File: config.mk
export PLATFORM = sky130hd
export DESIGN_NAME = btop_ctrl
export DESIGN_NICKNAME = d
export VERILOG_FILES = /design/src/hdl/btop_pkg.sv /design/src/hdl/btop_ctrl.sv
export SDC_FILE = /design/constraint.sdc
export NUM_CORES = 1
export LEC_CHECK = 0
export BUFFER_PORTS_ARGS = -buffer_cell sky130_fd_sc_hd__buf_2
export CORE_AREA = 8 8 105 69
export CTS_CLUSTER_DIAMETER = 40
export DETAILED_ROUTE_END_ITERATION = 16
export DIE_AREA = 0 0 113 77
export PLACE_DENSITY = 0.83
export SETUP_SLACK_MARGIN = 0.3
export SKIP_LAST_GASP = 1
export SLEW_MARGIN = 20
export SYNTH_ARGS = -nofsm -noshare
export SYNTH_HDL_FRONTEND = slang
export SYNTH_SLANG_ARGS = --single-unit
File: constraint.sdc
create_clock -name clk -period 4.82 [get_ports clk]
set_input_delay 0.723 -clock clk [delete_from_list [all_inputs] [get_ports clk]]
set_output_delay 0.723 -clock clk [all_outputs]
set_load 0.03 [all_outputs]
File: src/hdl/btop_pkg.sv
package btop_pkg;

    localparam int MAX_STEPS = 1024;
    localparam int IDX_W = $clog2(MAX_STEPS + 1);
    localparam int CFG_IDX_W = 3;
    localparam logic [31:0] ONE_Q31 = 32'h8000_0000;

    localparam logic [CFG_IDX_W-1:0] REG_STEP_COUNT = 3'd0;
    localparam logic [CFG_IDX_W-1:0] REG_UP_FACTOR = 3'd1;
    localparam logic [CFG_IDX_W-1:0] REG_DOWN_FACTOR = 3'd2;
    localparam logic [CFG_IDX_W-1:0] REG_UP_PROB = 3'd3;
    localparam logic [CFG_IDX_W-1:0] REG_DISCOUNT = 3'd4;
    localparam logic [CFG_IDX_W-1:0] REG_STRIKE = 3'd5;
    localparam logic [CFG_IDX_W-1:0] REG_IS_CALL = 3'd6;
    localparam logic [CFG_IDX_W-1:0] REG_EARLY_EX = 3'd7;

    typedef enum logic [1:0] {
        VOP_NONE,
        VOP_P,
        VOP_Q,
        VOP_D
    } vop_t;

    typedef struct packed {
        logic [10:0] step_count;
        logic [31:0] up_factor;
        logic [30:0] down_factor;
        logic [31:0] up_probability;
        logic [31:0] step_discount;
        logic [31:0] strike_price;
        logic        is_call;
        logic        early_exercise;
    } cfg_t;

    typedef struct packed {
        logic             load_spot;
        logic             mul_en;
        logic             mul_up;
        logic             s_upd;
        logic             row_cap;
        logic             p_we;
        logic             p_rd;
        logic             v_rd;
        logic             v_leaf_we;
        logic             v_node_we;
        logic             vhi_cap;
        vop_t             vop;
        logic             acc_ld;
        logic             mix_ld;
        logic [IDX_W-1:0] pa;
        logic [IDX_W-1:0] va;
    } cmd_t;

endpackage

File: src/hdl/btop_ctrl.sv
module btop_ctrl (
    input  logic                       clk,
    input  logic                       rst_n,
    input  logic                       start,
    input  logic [10:0]                step_count,
    output btop_pkg::cmd_t             cmd,
    output logic                       busy,
    output logic                       done
);
    import btop_pkg::*;

    typedef enum logic [3:0] {
        S_IDLE,
        S_BASE_M,
        S_BASE_W,
        S_LEAF_W,
        S_LEAF_M,
        S_LEAF_S,
        S_ROW_RD,
        S_ROW_CAP,
        S_N_RD,
        S_N_M1,
        S_N_M2,
        S_N_M3,
        S_N_M4,
        S_N_WR
    } state_t;

    state_t           state_reg;
    logic [IDX_W-1:0] n_reg;
    logic [IDX_W-1:0] i_reg;
    logic [IDX_W-1:0] j_reg;
    logic             busy_reg;
    logic             done_reg;
    logic [IDX_W-1:0] n_eff;
    logic             accept;

    assign accept = start && !busy_reg;

    always_comb
    begin
        if (step_count == 11'd0)
        begin
            n_eff = IDX_W'(1);
        end
        else if (32'(step_count) > MAX_STEPS)
        begin
            n_eff = IDX_W'(MAX_STEPS);
        end
        else
        begin
            n_eff = IDX_W'(step_count);
        end
    end

    always_comb
    begin
        cmd = '0;
        cmd.vop = VOP_NONE;
        cmd.pa = i_reg;
        cmd.va = j_reg;
        case (state_reg)
            S_IDLE:
            begin
                cmd.load_spot = accept;
                cmd.p_we = accept;
                cmd.pa = '0;
            end
            S_BASE_M:
            begin
                cmd.mul_en = 1'b1;
            end
            S_BASE_W:
            begin
                cmd.s_upd = 1'b1;
                cmd.p_we = 1'b1;
            end
            S_LEAF_W:
            begin
                cmd.v_leaf_we = 1'b1;
            end
            S_LEAF_M:
            begin
                cmd.mul_en = 1'b1;
                cmd.mul_up = 1'b1;
            end
            S_LEAF_S:
            begin
                cmd.s_upd = 1'b1;
            end
            S_ROW_RD:
            begin
                cmd.p_rd = 1'b1;
                cmd.v_rd = 1'b1;
                cmd.va = '0;
            end
            S_ROW_CAP:
            begin
                cmd.row_cap = 1'b1;
            end
            S_N_RD:
            begin
                cmd.v_rd = 1'b1;
                cmd.va = j_reg + IDX_W'(1);
                cmd.mul_en = (j_reg != '0);
                cmd.mul_up = 1'b1;
            end
            S_N_M1:
            begin
                cmd.vhi_cap = 1'b1;
                cmd.vop = VOP_P;
                cmd.s_upd = (j_reg != '0);
            end
            S_N_M2:
            begin
                cmd.acc_ld = 1'b1;
                cmd.vop = VOP_Q;
            end
            S_N_M3:
            begin
                cmd.mix_ld = 1'b1;
            end
            S_N_M4:
            begin
                cmd.vop = VOP_D;
            end
            S_N_WR:
            begin
                cmd.v_node_we = 1'b1;
            end
            default:
            begin
                cmd.vop = VOP_NONE;
            end
        endcase
    end

    always_ff @(posedge clk or negedge rst_n)
    begin
        if (!rst_n)
        begin
            state_reg <= S_IDLE;
            n_reg <= '0;
            i_reg <= '0;
            j_reg <= '0;
            busy_reg <= 1'b0;
            done_reg <= 1'b0;
        end
        else
        begin
            done_reg <= 1'b0;
            case (state_reg)
                S_IDLE:
                begin
                    if (accept)
                    begin
                        n_reg <= n_eff;
                        i_reg <= IDX_W'(1);
                        busy_reg <= 1'b1;
                        state_reg <= S_BASE_M;
                    end
                end
                S_BASE_M:
                begin
                    state_reg <= S_BASE_W;
                end
                S_BASE_W:
                begin
                    if (i_reg == n_reg)
                    begin
                        j_reg <= '0;
                        state_reg <= S_LEAF_W;
                    end
                    else
                    begin
                        i_reg <= i_reg + IDX_W'(1);
                        state_reg <= S_BASE_M;
                    end
                end
                S_LEAF_W:
                begin
                    if (j_reg == n_reg)
                    begin
                        i_reg <= n_reg - IDX_W'(1);
                        state_reg <= S_ROW_RD;
                    end
                    else
                    begin
                        j_reg <= j_reg + IDX_W'(1);
                        state_reg <= S_LEAF_M;
                    end
                end
                S_LEAF_M:
                begin
                    state_reg <= S_LEAF_S;
                end
                S_LEAF_S:
                begin
                    state_reg <= S_LEAF_W;
                end
                S_ROW_RD:
                begin
                    j_reg <= '0;
                    state_reg <= S_ROW_CAP;
                end
                S_ROW_CAP:
                begin
                    state_reg <= S_N_RD;
                end
                S_N_RD:
                begin
                    state_reg <= S_N_M1;
                end
                S_N_M1:
                begin
                    state_reg <= S_N_M2;
                end
                S_N_M2:
                begin
                    state_reg <= S_N_M3;
                end
                S_N_M3:
                begin
                    state_reg <= S_N_M4;
                end
                S_N_M4:
                begin
                    state_reg <= S_N_WR;
                end
                S_N_WR:
                begin
                    if (j_reg == i_reg)
                    begin
                        if (i_reg == '0)
                        begin
                            done_reg <= 1'b1;
                            busy_reg <= 1'b0;
                            state_reg <= S_IDLE;
                        end
                        else
                        begin
                            i_reg <= i_reg - IDX_W'(1);
                            state_reg <= S_ROW_RD;
                        end
                    end
                    else
                    begin
                        j_reg <= j_reg + IDX_W'(1);
                        state_reg <= S_N_RD;
                    end
                end
                default:
                begin
                    state_reg <= S_IDLE;
                end
            endcase
        end
    end

    assign busy = busy_reg;
    assign done = done_reg;

    assert property (@(posedge clk) disable iff (!rst_n) done |-> !busy)
        else $error("Result strobe while busy.");
    assert property (@(posedge clk) disable iff (!rst_n) (start && !busy) |=> busy)
        else $error("Accepted item did not raise busy.");
    assert property (@(posedge clk) disable iff (!rst_n)
        (state_reg == S_N_WR) |-> (j_reg <= i_reg && i_reg < n_reg))
        else $error("Node index outside the current row.");
    assert property (@(posedge clk) disable iff (!rst_n)
        busy |-> (n_reg != '0 && 32'(n_reg) <= MAX_STEPS))
        else $error("Step count out of range while busy.");

endmodule

==> results.md, run 1 <==
* Reg2reg setup slack at between 1000 and 1500 ps
* Layout area overhead at 7.82%
* Hold crit path type: reg2reg
* Final Hold Fails at 0
* GRT Resource Usage Total at 0.225
* Initial DRT Pass Iterations at 5
* Die width at 113 microns
* Fill count at slightly above 500
* Starting Density at 0.587
* Top-Level Pins at 53
* Multi-input logic area at between 2000 and 2500 sq um
* Post-Synth XOR/XNOR Area at 0.119
* CP Capture Type: flop
* Vias in the first global route at ~3000
* Setup violations, final at 0
* WL final at approximately 10000 microns
* CORE AREA at roughly 5800 sq um
* Hpwl dp at 7170 microns
* Worst slew pin tran at ~900 ps
* Fin Setup TNS at 0 ps
* Critical Path Fanout Max at 23
* Yosys cell types at 53
* Main combinational cell family by area after synthesis: simple AND/OR/NAND/NOR gates
* GPL Wtd Cong at roughly 0.94
* N_diodes at 0
* Slew margin rel. at 0.387
* Period minus WS final at 3350 ps
* Adder-cell area share of the yosys netlist at 0.0214
* Simple-gate portion of the synthesized area at 0.282
* Worst EP arrival at ~3500 ps
* Power Total at about 1900 uW
* Residual DRC at 0
* Worst skew pair latency at between 200 and 300 ps
* Routed via count at 3421
* Fraction of layout cells with a size suffix above 1 at 0.155
* First-pass GRT wire length at between 15000 and 20000 microns
* DRT iter0 DRCs at roughly 380
* Cts repair resizes at 0
* Instance count of the mapped netlist at ~440
* Final Max Tran Viols at 0
* Syn_area_per_cell at ~7.7 sq um
* Achievable frequency at around 300 MHz
* Layout Nets at 470
* P per Cell Area at between 500 and 600 nW/um^2
* Post-synthesis sequential area ratio at 0.288
* CTS Buf Count at 5
* Synthesis Warnings at 0
* Setup CP Type: reg2reg
* Grt total ovfl at 0
* Post CTS Setup Buffer Count at 0
* Cell Area, Synth at between 3000 and 4000 sq um
* Wire per inst at 19.1 microns
* Leakage at roughly 0.0018 uW
* Clock root cell: clkbuf_8
* Storage element area at about 980 sq um
* Setup repair after global routing missed its margin: false
* Clock transition at path regs at ~80 ps
* Port Buffer Count at 52
* Synthesized Nets at 457
* Worst Path Required at about 5000 ps
* CTS sink cnt at 39
* Crit path launch type: flop
* Worst VDD drop at 0.000203 V
* Post-synthesis mux area share at 0.0122
* Synth Area in Compound Gates at 0.207
* EDFF count, synth at 0
* Number of synthesized register bits at 39
* Die area at about 8700 sq um
* Via/cell ratio at between 6 and 7
* Ys async rst share at 1.00
* Initial antenna violation count at 0
* ANT nets after route at 0
* Post-CTS Hold Buffers at 0
* Chip height at ~77 microns
* Ys flop type: dfrtp_1
* Max-cap viol count at 0
* Final period utilization at 0.695
* TritonCTS clock tree: done
* Pin count of the biggest net entering global routing at 40
* H-tree levels at 2
* Row count at 22
* Status: finished clean
* Clk buf depth at 2
* Post-route clock skew at roughly 10 ps
cell usage in the layout, fill, tap and decap left out, types with 3 or more instances in the layout:
cell type / instances
a21oi_1: 10
a22o_1: 11
a22oi_1: 3
and2_1: 4
and3_1: 10
buf_2: 52
buf_4: 3
clkbuf_8: 7
dfrtp_1: 39
ha_1: 5
inv_1: 8
nand2_1: 32
nand2b_1: 10
nand3_1: 21
nand3b_1: 3
nand4_1: 9
nor2_1: 46
nor2b_1: 13
nor3_1: 10
nor3b_1: 4
nor4_1: 11
o21ai_0: 28
o31ai_1: 26
o32ai_1: 7
xnor2_1: 10
xor2_1: 36
logic make-up (layout without fill, tap and decap cells):
| group | Yosys count | count (layout) |
|---|---|---|
| buffers and inverters | 58 | 72 |
| XOR/XNOR | 46 | 46 |
| AO/OA/AOI/OAI | 102 | 102 |
| flip-flops | 39 | 39 |
| AND/OR/NAND/NOR | 184 | 184 |
| adder cells (fa/ha/maj) | 6 | 6 |
| multiplexers | 3 | 3 |
routing by layer:
layer,vias to the layer above,share of wire,GRT usage
met1,1600,0.46,0.329
met4,0,0.012,0.0489
met3,15,0.11,0.0618
met5,-,0,0
met2,220,0.41,0.318
li1,1586,-,-
final timing paths:
kind	to	start	cells past startpoint
min in group asynchronous	i_reg[10]$_DFFE_PN0P_	rst_n	1
max in group asynchronous	n_reg[3]$_DFFE_PN0P_	rst_n	1
setup reg to reg	i_reg[0]$_DFFE_PN0P_	state_reg[0]$_DFFE_PN0N_	6
setup / recovery	i_reg[0]$_DFFE_PN0P_	state_reg[0]$_DFFE_PN0N_	6
hold / removal	busy$_DFFE_PN0P_	busy$_DFFE_PN0P_	2
hold reg to reg	busy$_DFFE_PN0P_	busy$_DFFE_PN0P_	2
area by class of cell:
class / instances / area share
flip-flops and latches: 39 / 0.267
clock buffers: 8 / 0.0274
repair buffers: 55 / 0.0773
multi-input cells: 341 / 0.595
inverters: 9 / 0.00923
well taps: 72 / 0.0246
worst max-delay path, stage by stage, from the launching register on:
cell and delay [ps]:
dfrtp_1 760, nand4b_1 570, clkinv_1 340, nand2_1 90, a21boi_1 640, and2_1 490, mux2_4 330
synth_stat cells, types with 2 or more instances:
cell type | instances | area (sq um)
nor2_1 | 46 | 173
dfrtp_1 | 39 | 976
clkbuf_1 | 37 | 139
xor2_1 | 36 | 315
nand2_1 | 32 | 120
o21ai_0 | 28 | 140
o31ai_1 | 26 | 195
nand3_1 | 21 | 105
nor2b_1 | 13 | 81.3
a22o_1 | 11 | 96.3
nor4_1 | 11 | 68.8
a21oi_1 | 10 | 50.1
and3_1 | 10 | 62.6
nand2b_1 | 10 | 62.6
nor3_1 | 10 | 50.1
xnor2_1 | 10 | 87.6
nand4_1 | 9 | 56.3
inv_1 | 8 | 30.0
buf_2 | 7 | 35.0
o32ai_1 | 7 | 61.3
ha_1 | 5 | 62.6
and2_1 | 4 | 25.0
nor3b_1 | 4 | 30.0
a22oi_1 | 3 | 22.5
buf_1 | 3 | 11.3
nand3b_1 | 3 | 22.5
a211oi_1 | 2 | 15.0
a2bb2oi_1 | 2 | 17.5
and4b_1 | 2 | 20.0
buf_6 | 2 | 22.5
mux2_4 | 2 | 30.0
o211ai_1 | 2 | 15.0
o21a_1 | 2 | 15.0
or3_1 | 2 | 12.5
power by group:
group          leakage (uW)  total, uW  switching (uW)  internal (uW)
combinational       0.00123       1070             667            406
clock             0.0000515        252             121            131
sequential         0.000519        617             224            393
total               0.00180       1940            1010            929
per-stage QoR:
stage / setup WS [ps] / cell area, sq um / util / instances / hold slack, ps
2_1_floorplan: 1940 / 3390 / - / 438 / 427
3_3_place_gp: 1810 / 3560 / 0.616 / 516 / 518
3_5_place_dp: 1630 / 3560 / 0.616 / 516 / 528
4_1_cts: 1570 / 3660 / 0.633 / 524 / 549
5_1_grt: 1270 / 3660 / 0.633 / 524 / 557
6_report: 1470 / 3660 / 0.633 / 524 / 547
Power figures use the tool's default switching activity.
==> run 2, diff against run 1 <==
Settings changed: CORE_AREA 8 8 105 69 to 8 8 108 71, DIE_AREA 0 0 113 77 to 0 0 116 79, PLACE_DENSITY 0.83 to 0.79.
Clock period 4.82 ns to 3.35 ns, I/O delays scaled along.
==> results.md, run 2 (synthesis results as in run 1) <==
* Worst EP arrival at ~2400 ps
* Worst skew pair latency at 300 ps
* CORE AREA at around 6200 sq um
* Placed cells at roughly 540
* Final Util at 0.595
* Fraction of layout cells with a size suffix above 1 at 0.167
* Final period utilization at 0.853
* Die width at roughly 120 microns
* Post-CTS Hold Buffers at 0
* Place WS at roughly 560 ps
* WL final at between 9000 and 10000 microns
* Period minus WS final at ~2900 ps
* Final Non-Filler Cells at between 500 and 600
* DRT iter0 DRCs at 334
* Final Hold Fails at 0
* Starting Density at 0.546
* GRT Resource Usage Total at 0.213
* TritonCTS clock tree: done
* Setup CP Type: reg2out
* Commonest non-fill, non-tap cell in the layout: buf_2
* Layout area overhead at 9.03%
* Post-route clock skew at ~14 ps
* Die area at between 9000 and 10000 sq um
* Chip height at a little under 80 microns
* ANT nets after route at 0
* Pin count of the biggest net entering global routing at 40
* Via/cell ratio at 6.20
* GPL Wtd Cong at between 0.9 and 1
* Worst slew pin tran at 904 ps
* CTS sink cnt at 39
* Hpwl dp at ~7100 microns
* CP Capture Type: output port
* Commonest non-fill, non-tap cells in the layout: buf_2, nor2_1, dfrtp_1, xor2_1, nand2_1
* Leakage at between 0.0015 and 0.002 uW
* Crit path launch type: flop
* P per Cell Area at 746 nW/um^2
* Worst VDD drop at between 0.0005 and 0.0006 V
* Top-Level Pins at between 50 and 60
* Clk buf depth at 2
* Wire per inst at between 15 and 20 microns
* Worst Path Required at 2850 ps
* Critical Path Fanout Max at 10
* Hold crit path type: in2async
* Setup repair after global routing missed its margin: false
* Status: finished clean
* Clock root cell: clkbuf_8
* Clock transition at path regs at 90 ps
* Fill count at roughly 560
* Slew margin rel. at 0.398
* Grt total ovfl at 0
* Initial DRT Pass Iterations at 5
* Routed via count at 3367
* Port Buffer Count at 52
* Row count at 23
* N_diodes at 0
* Vias in the first global route at between 3000 and 4000
* CTS Buf Count at 5
* Fin Setup TNS at 0 ps
* Residual DRC at 0
* H-tree levels at 2
* Final setup margin at 492 ps
* Layout Nets at ~470
* Final Max Tran Viols at 0
* Max-cap viol count at 0
* First-pass GRT wire length at 15900 microns
* Initial antenna violation count at 0
* Achievable frequency at about 350 MHz
* Setup violations, final at 0
-- run 2: cell count changes in the layout (fill, tap and decap cells not counted), sizes merged --
cell and change:
buf +4, clkbuf -2, clkinvlp +1, clkinv +1
-- run 2: where the power goes --
group,internal [uW],total (uW),switching [uW]
Sequential,565,865,299
Clock,146,325,179
Combinational,605,1570,965
Total,1320,2760,1440
-- run 2: timing repair --
| action | CTS | global route |
|---|---|---|
| buffers inserted | 0 | 0 |
| resized for setup | 0 | 2 |
| endpoints found under the setup margin | 0 | 6 |
-- run 2: path summary, 6_finish.rpt --
| path | start | endpoint | slack (ps) | depth (start not counted) |
|---|---|---|---|---|
| min in group clk | start | busy$_DFFE_PN0P_ | 420 | 3 |
| max reg2reg | state_reg[1]$_DFFE_PN0N_ | i_reg[0]$_DFFE_PN0P_ | 500 | 7 |
| min | rst_n | n_reg[4]$_DFFE_PN0P_ | 330 | 1 |
| max in group asynchronous | rst_n | state_reg[1]$_DFFE_PN0N_ | 2450 | 1 |
| min reg2reg | busy$_DFFE_PN0P_ | busy$_DFFE_PN0P_ | 540 | 2 |
| max | j_reg[0]$_DFFE_PN0P_ | cmd[10] | 490 | 8 |
-- run 2: layout make-up --
type	count	area (sq um)	area share
Tap cell	87	109	0.0294
Multi-Input combinational cell	341	2180	0.590
Clock inverter	2	12.5	0.00338
Inverter	9	33.8	0.00913
Sequential cell	39	976	0.264
Clock buffer	6	72.6	0.0196
Timing Repair Buffer	59	313	0.0845
-- run 2: critical path: stages, from the launching register on --
cell and delay [ps]:
dfrtp_1 550, ha_1 300, and3_1 270, and3_1 270
and3_1 200, nor2_1 40, o21ai_0 140, o31ai_1 90
buf_2 190
-- run 2: routing by layer --
metal	wire length (microns)	GRT usage
met2	4180	0.316
met4	65	0.0450
met1	4630	0.309
met3	924	0.0484
met5	0	0
-- run 2: stage by stage --
step           power, uW  hold slack [ps]  cell area (sq um)
2_1_floorplan       2020              207               3390
5_1_grt             2950              404               3700
3_5_place_dp        2410              526               3610
4_1_cts             2740              369               3690
3_3_place_gp        2360              518               3610
6_report            2760              332               3700
==> run 3, diff against run 2 <==
Settings changed: CORE_AREA 8 8 108 71 to 8 8 128 83, DIE_AREA 0 0 116 79 to 0 0 136 91, PLACE_DENSITY 0.79 to 0.58.
==> results.md, run 3 (synthesis results as in run 1) <==
* Worst slew pin tran at about 950 ps
* Achievable frequency at around 360 MHz
* Via/cell ratio at ~5.8
* Design Area, Final at between 3000 and 4000 sq um
* WL met1 at ~5600 microns
* Commonest non-fill, non-tap cells in the layout: buf_2, nor2_1, dfrtp_1, xor2_1, nand2_1
* Final setup margin at between 500 and 600 ps
* H-tree levels at 2
* Fill count at 912
* TritonCTS clock tree: done
* CP startpoint: j_reg[0]$_DFFE_PN0P_
* Wire per inst at approximately 19 microns
* Met2 Wirelength at between 4000 and 5000 microns
* Worst Path Required at between 2000 and 3000 ps
* Final Hold Fails at 0
* Die width at between 100 and 150 microns
* Crit path launch type: flop
* Post CTS Setup Buffer Count at 0
* First-pass GRT wire length at roughly 17000 microns
* Setup repair after global routing missed its margin: false
* Clk buf depth at 2
* Initial antenna violation count at 0
* Most used cell, CP: and3_1
* Slowest stage delay, CP at about 520 ps
* Post-route clock skew at between 6 and 7 ps
* Slowest CP cell: dfrtp_1
* Starting Density at 0.386
* Grt total ovfl at 0
* CORE AREA at 8780 sq um
* Crit path cell chain: ha_1 -> and3_1 -> and3_1 -> and3_1 -> nor2_1 -> o21ai_0 -> o31ai_1 -> buf_2
* Reg2reg start: state_reg[2]$_DFFE_PN0N_
* N_diodes at 0
* Top-Level Pins at 53
* CTS sink cnt at 39
* Fraction of layout cells with a size suffix above 1 at 0.172
* Chip height at ~90 microns
* Residual DRC at 0
* Setup CP Type: reg2out
* ANT nets after route at 0
* Row count at 27
* Final period utilization at 0.837
* Critical Path Fanout Max at 10
* Vias in the first global route at around 3100
* Layout Nets at about 480
* Fin Setup TNS at 0 ps
* Period minus WS final at 2810 ps
* GPL Wtd Cong at around 0.9
* Pin count of the biggest net entering global routing at 40
* Slew margin rel. at 0.364
* Dpl cell area at about 3700 sq um
* Initial DRT Pass Iterations at 4
* GRT Resource Usage Total at 0.175
* CP Capture Type: output port
* Setup violations, final at 0
* Layout area overhead at 12.3%
* WL final at roughly 11000 microns
* Final Max Tran Viols at 0
* Worst EP arrival at 2300 ps
* Worst Path Buf+Inv at 1
* Worst reg-to-reg path cell count at 9
* Max-cap viol count at 0
* Hold WS at about 370 ps
* Hpwl dp at between 7000 and 8000 microns
* Place WS at approximately 690 ps
* Top routing layer used: met4
* P per Cell Area at 777 nW/um^2
* Die area at around 12000 sq um
* Worst VDD drop at ~0.00040 V
* Clock transition at path regs at roughly 60 ps
* Status: finished clean
* Clock root cell: clkbuf_16
* CP top delay family: simple AND/OR/NAND/NOR gates
* Final Util at 0.434
* Commonest non-fill, non-tap cell in the layout: buf_2
* CTS Buf Count at 5
* Met3 routed WL at slightly above 900 microns
* Port Buffer Count at 52
* Leakage at about 0.0018 uW
* Worst skew pair latency at between 200 and 300 ps
* DRT iter0 DRCs at just over 300
* Hold crit path type: in2async
* Routed via count at 3325
* Stages on the worst setup path at 8
==> run 3: cell types whose count changed in the layout (fill, tap and decap cells not counted) <==
cell / change
clkbuf_1: -1
clkbuf_16: +5
buf_4: +2
clkbuf_8: -5
clkinvlp_4: +1
==> run 3: layer usage <==
layer	track usage	up-vias
met2	0.225	149
met5	0	-
met4	0.0282	0
met3	0.0429	10
met1	0.280	1576
li1	-	1590
==> run 3: layout make-up <==
class                   instances  area [sq um]  area share
multi-input cells             341          2180       0.573
well taps                     116           145      0.0381
clock inverters                 3          20.0     0.00525
clock buffers                   5           125      0.0328
flip-flops and latches         39           976       0.256
inverters                       9          33.8     0.00886
repair buffers                 61           328      0.0860
==> run 3: per-stage QoR <==
| step | instances | power (uW) |
|---|---|---|
| 2_1_floorplan | 438 | 2020 |
| 3_3_place_gp | 566 | 2450 |
| 3_5_place_dp | 566 | 2460 |
| 4_1_cts | 574 | 2950 |
| 5_1_grt | 574 | 3180 |
| 6_report | 574 | 2960 |
==> run 3: report_power, final <==
part / switching [uW] / leakage (uW) / total (uW) / internal (uW)
registers: 281 / 0.000519 / 848 / 567
clock network: 207 / 0.0000658 / 482 / 275
logic: 1010 / 0.00126 / 1630 / 625
==> run 3: timing repair <==
action / in CTS / in global routing
hold buffers: 0 / 0
gates resized for setup: 0 / 2
endpoints found under the setup margin: 0 / 3
==> run 3: worst paths after layout <==
| check | end | slack [ps] |
|---|---|---|
| max in group asynchronous | j_reg[10]$_DFFE_PN0P_ | 2400 |
| max reg2reg | i_reg[10]$_DFFE_PN0P_ | 570 |
| min in group clk | busy$_DFFE_PN0P_ | 430 |
| min | n_reg[6]$_DFFE_PN0P_ | 370 |
| min reg2reg | busy$_DFFE_PN0P_ | 600 |
| max | cmd[8] | 540 |
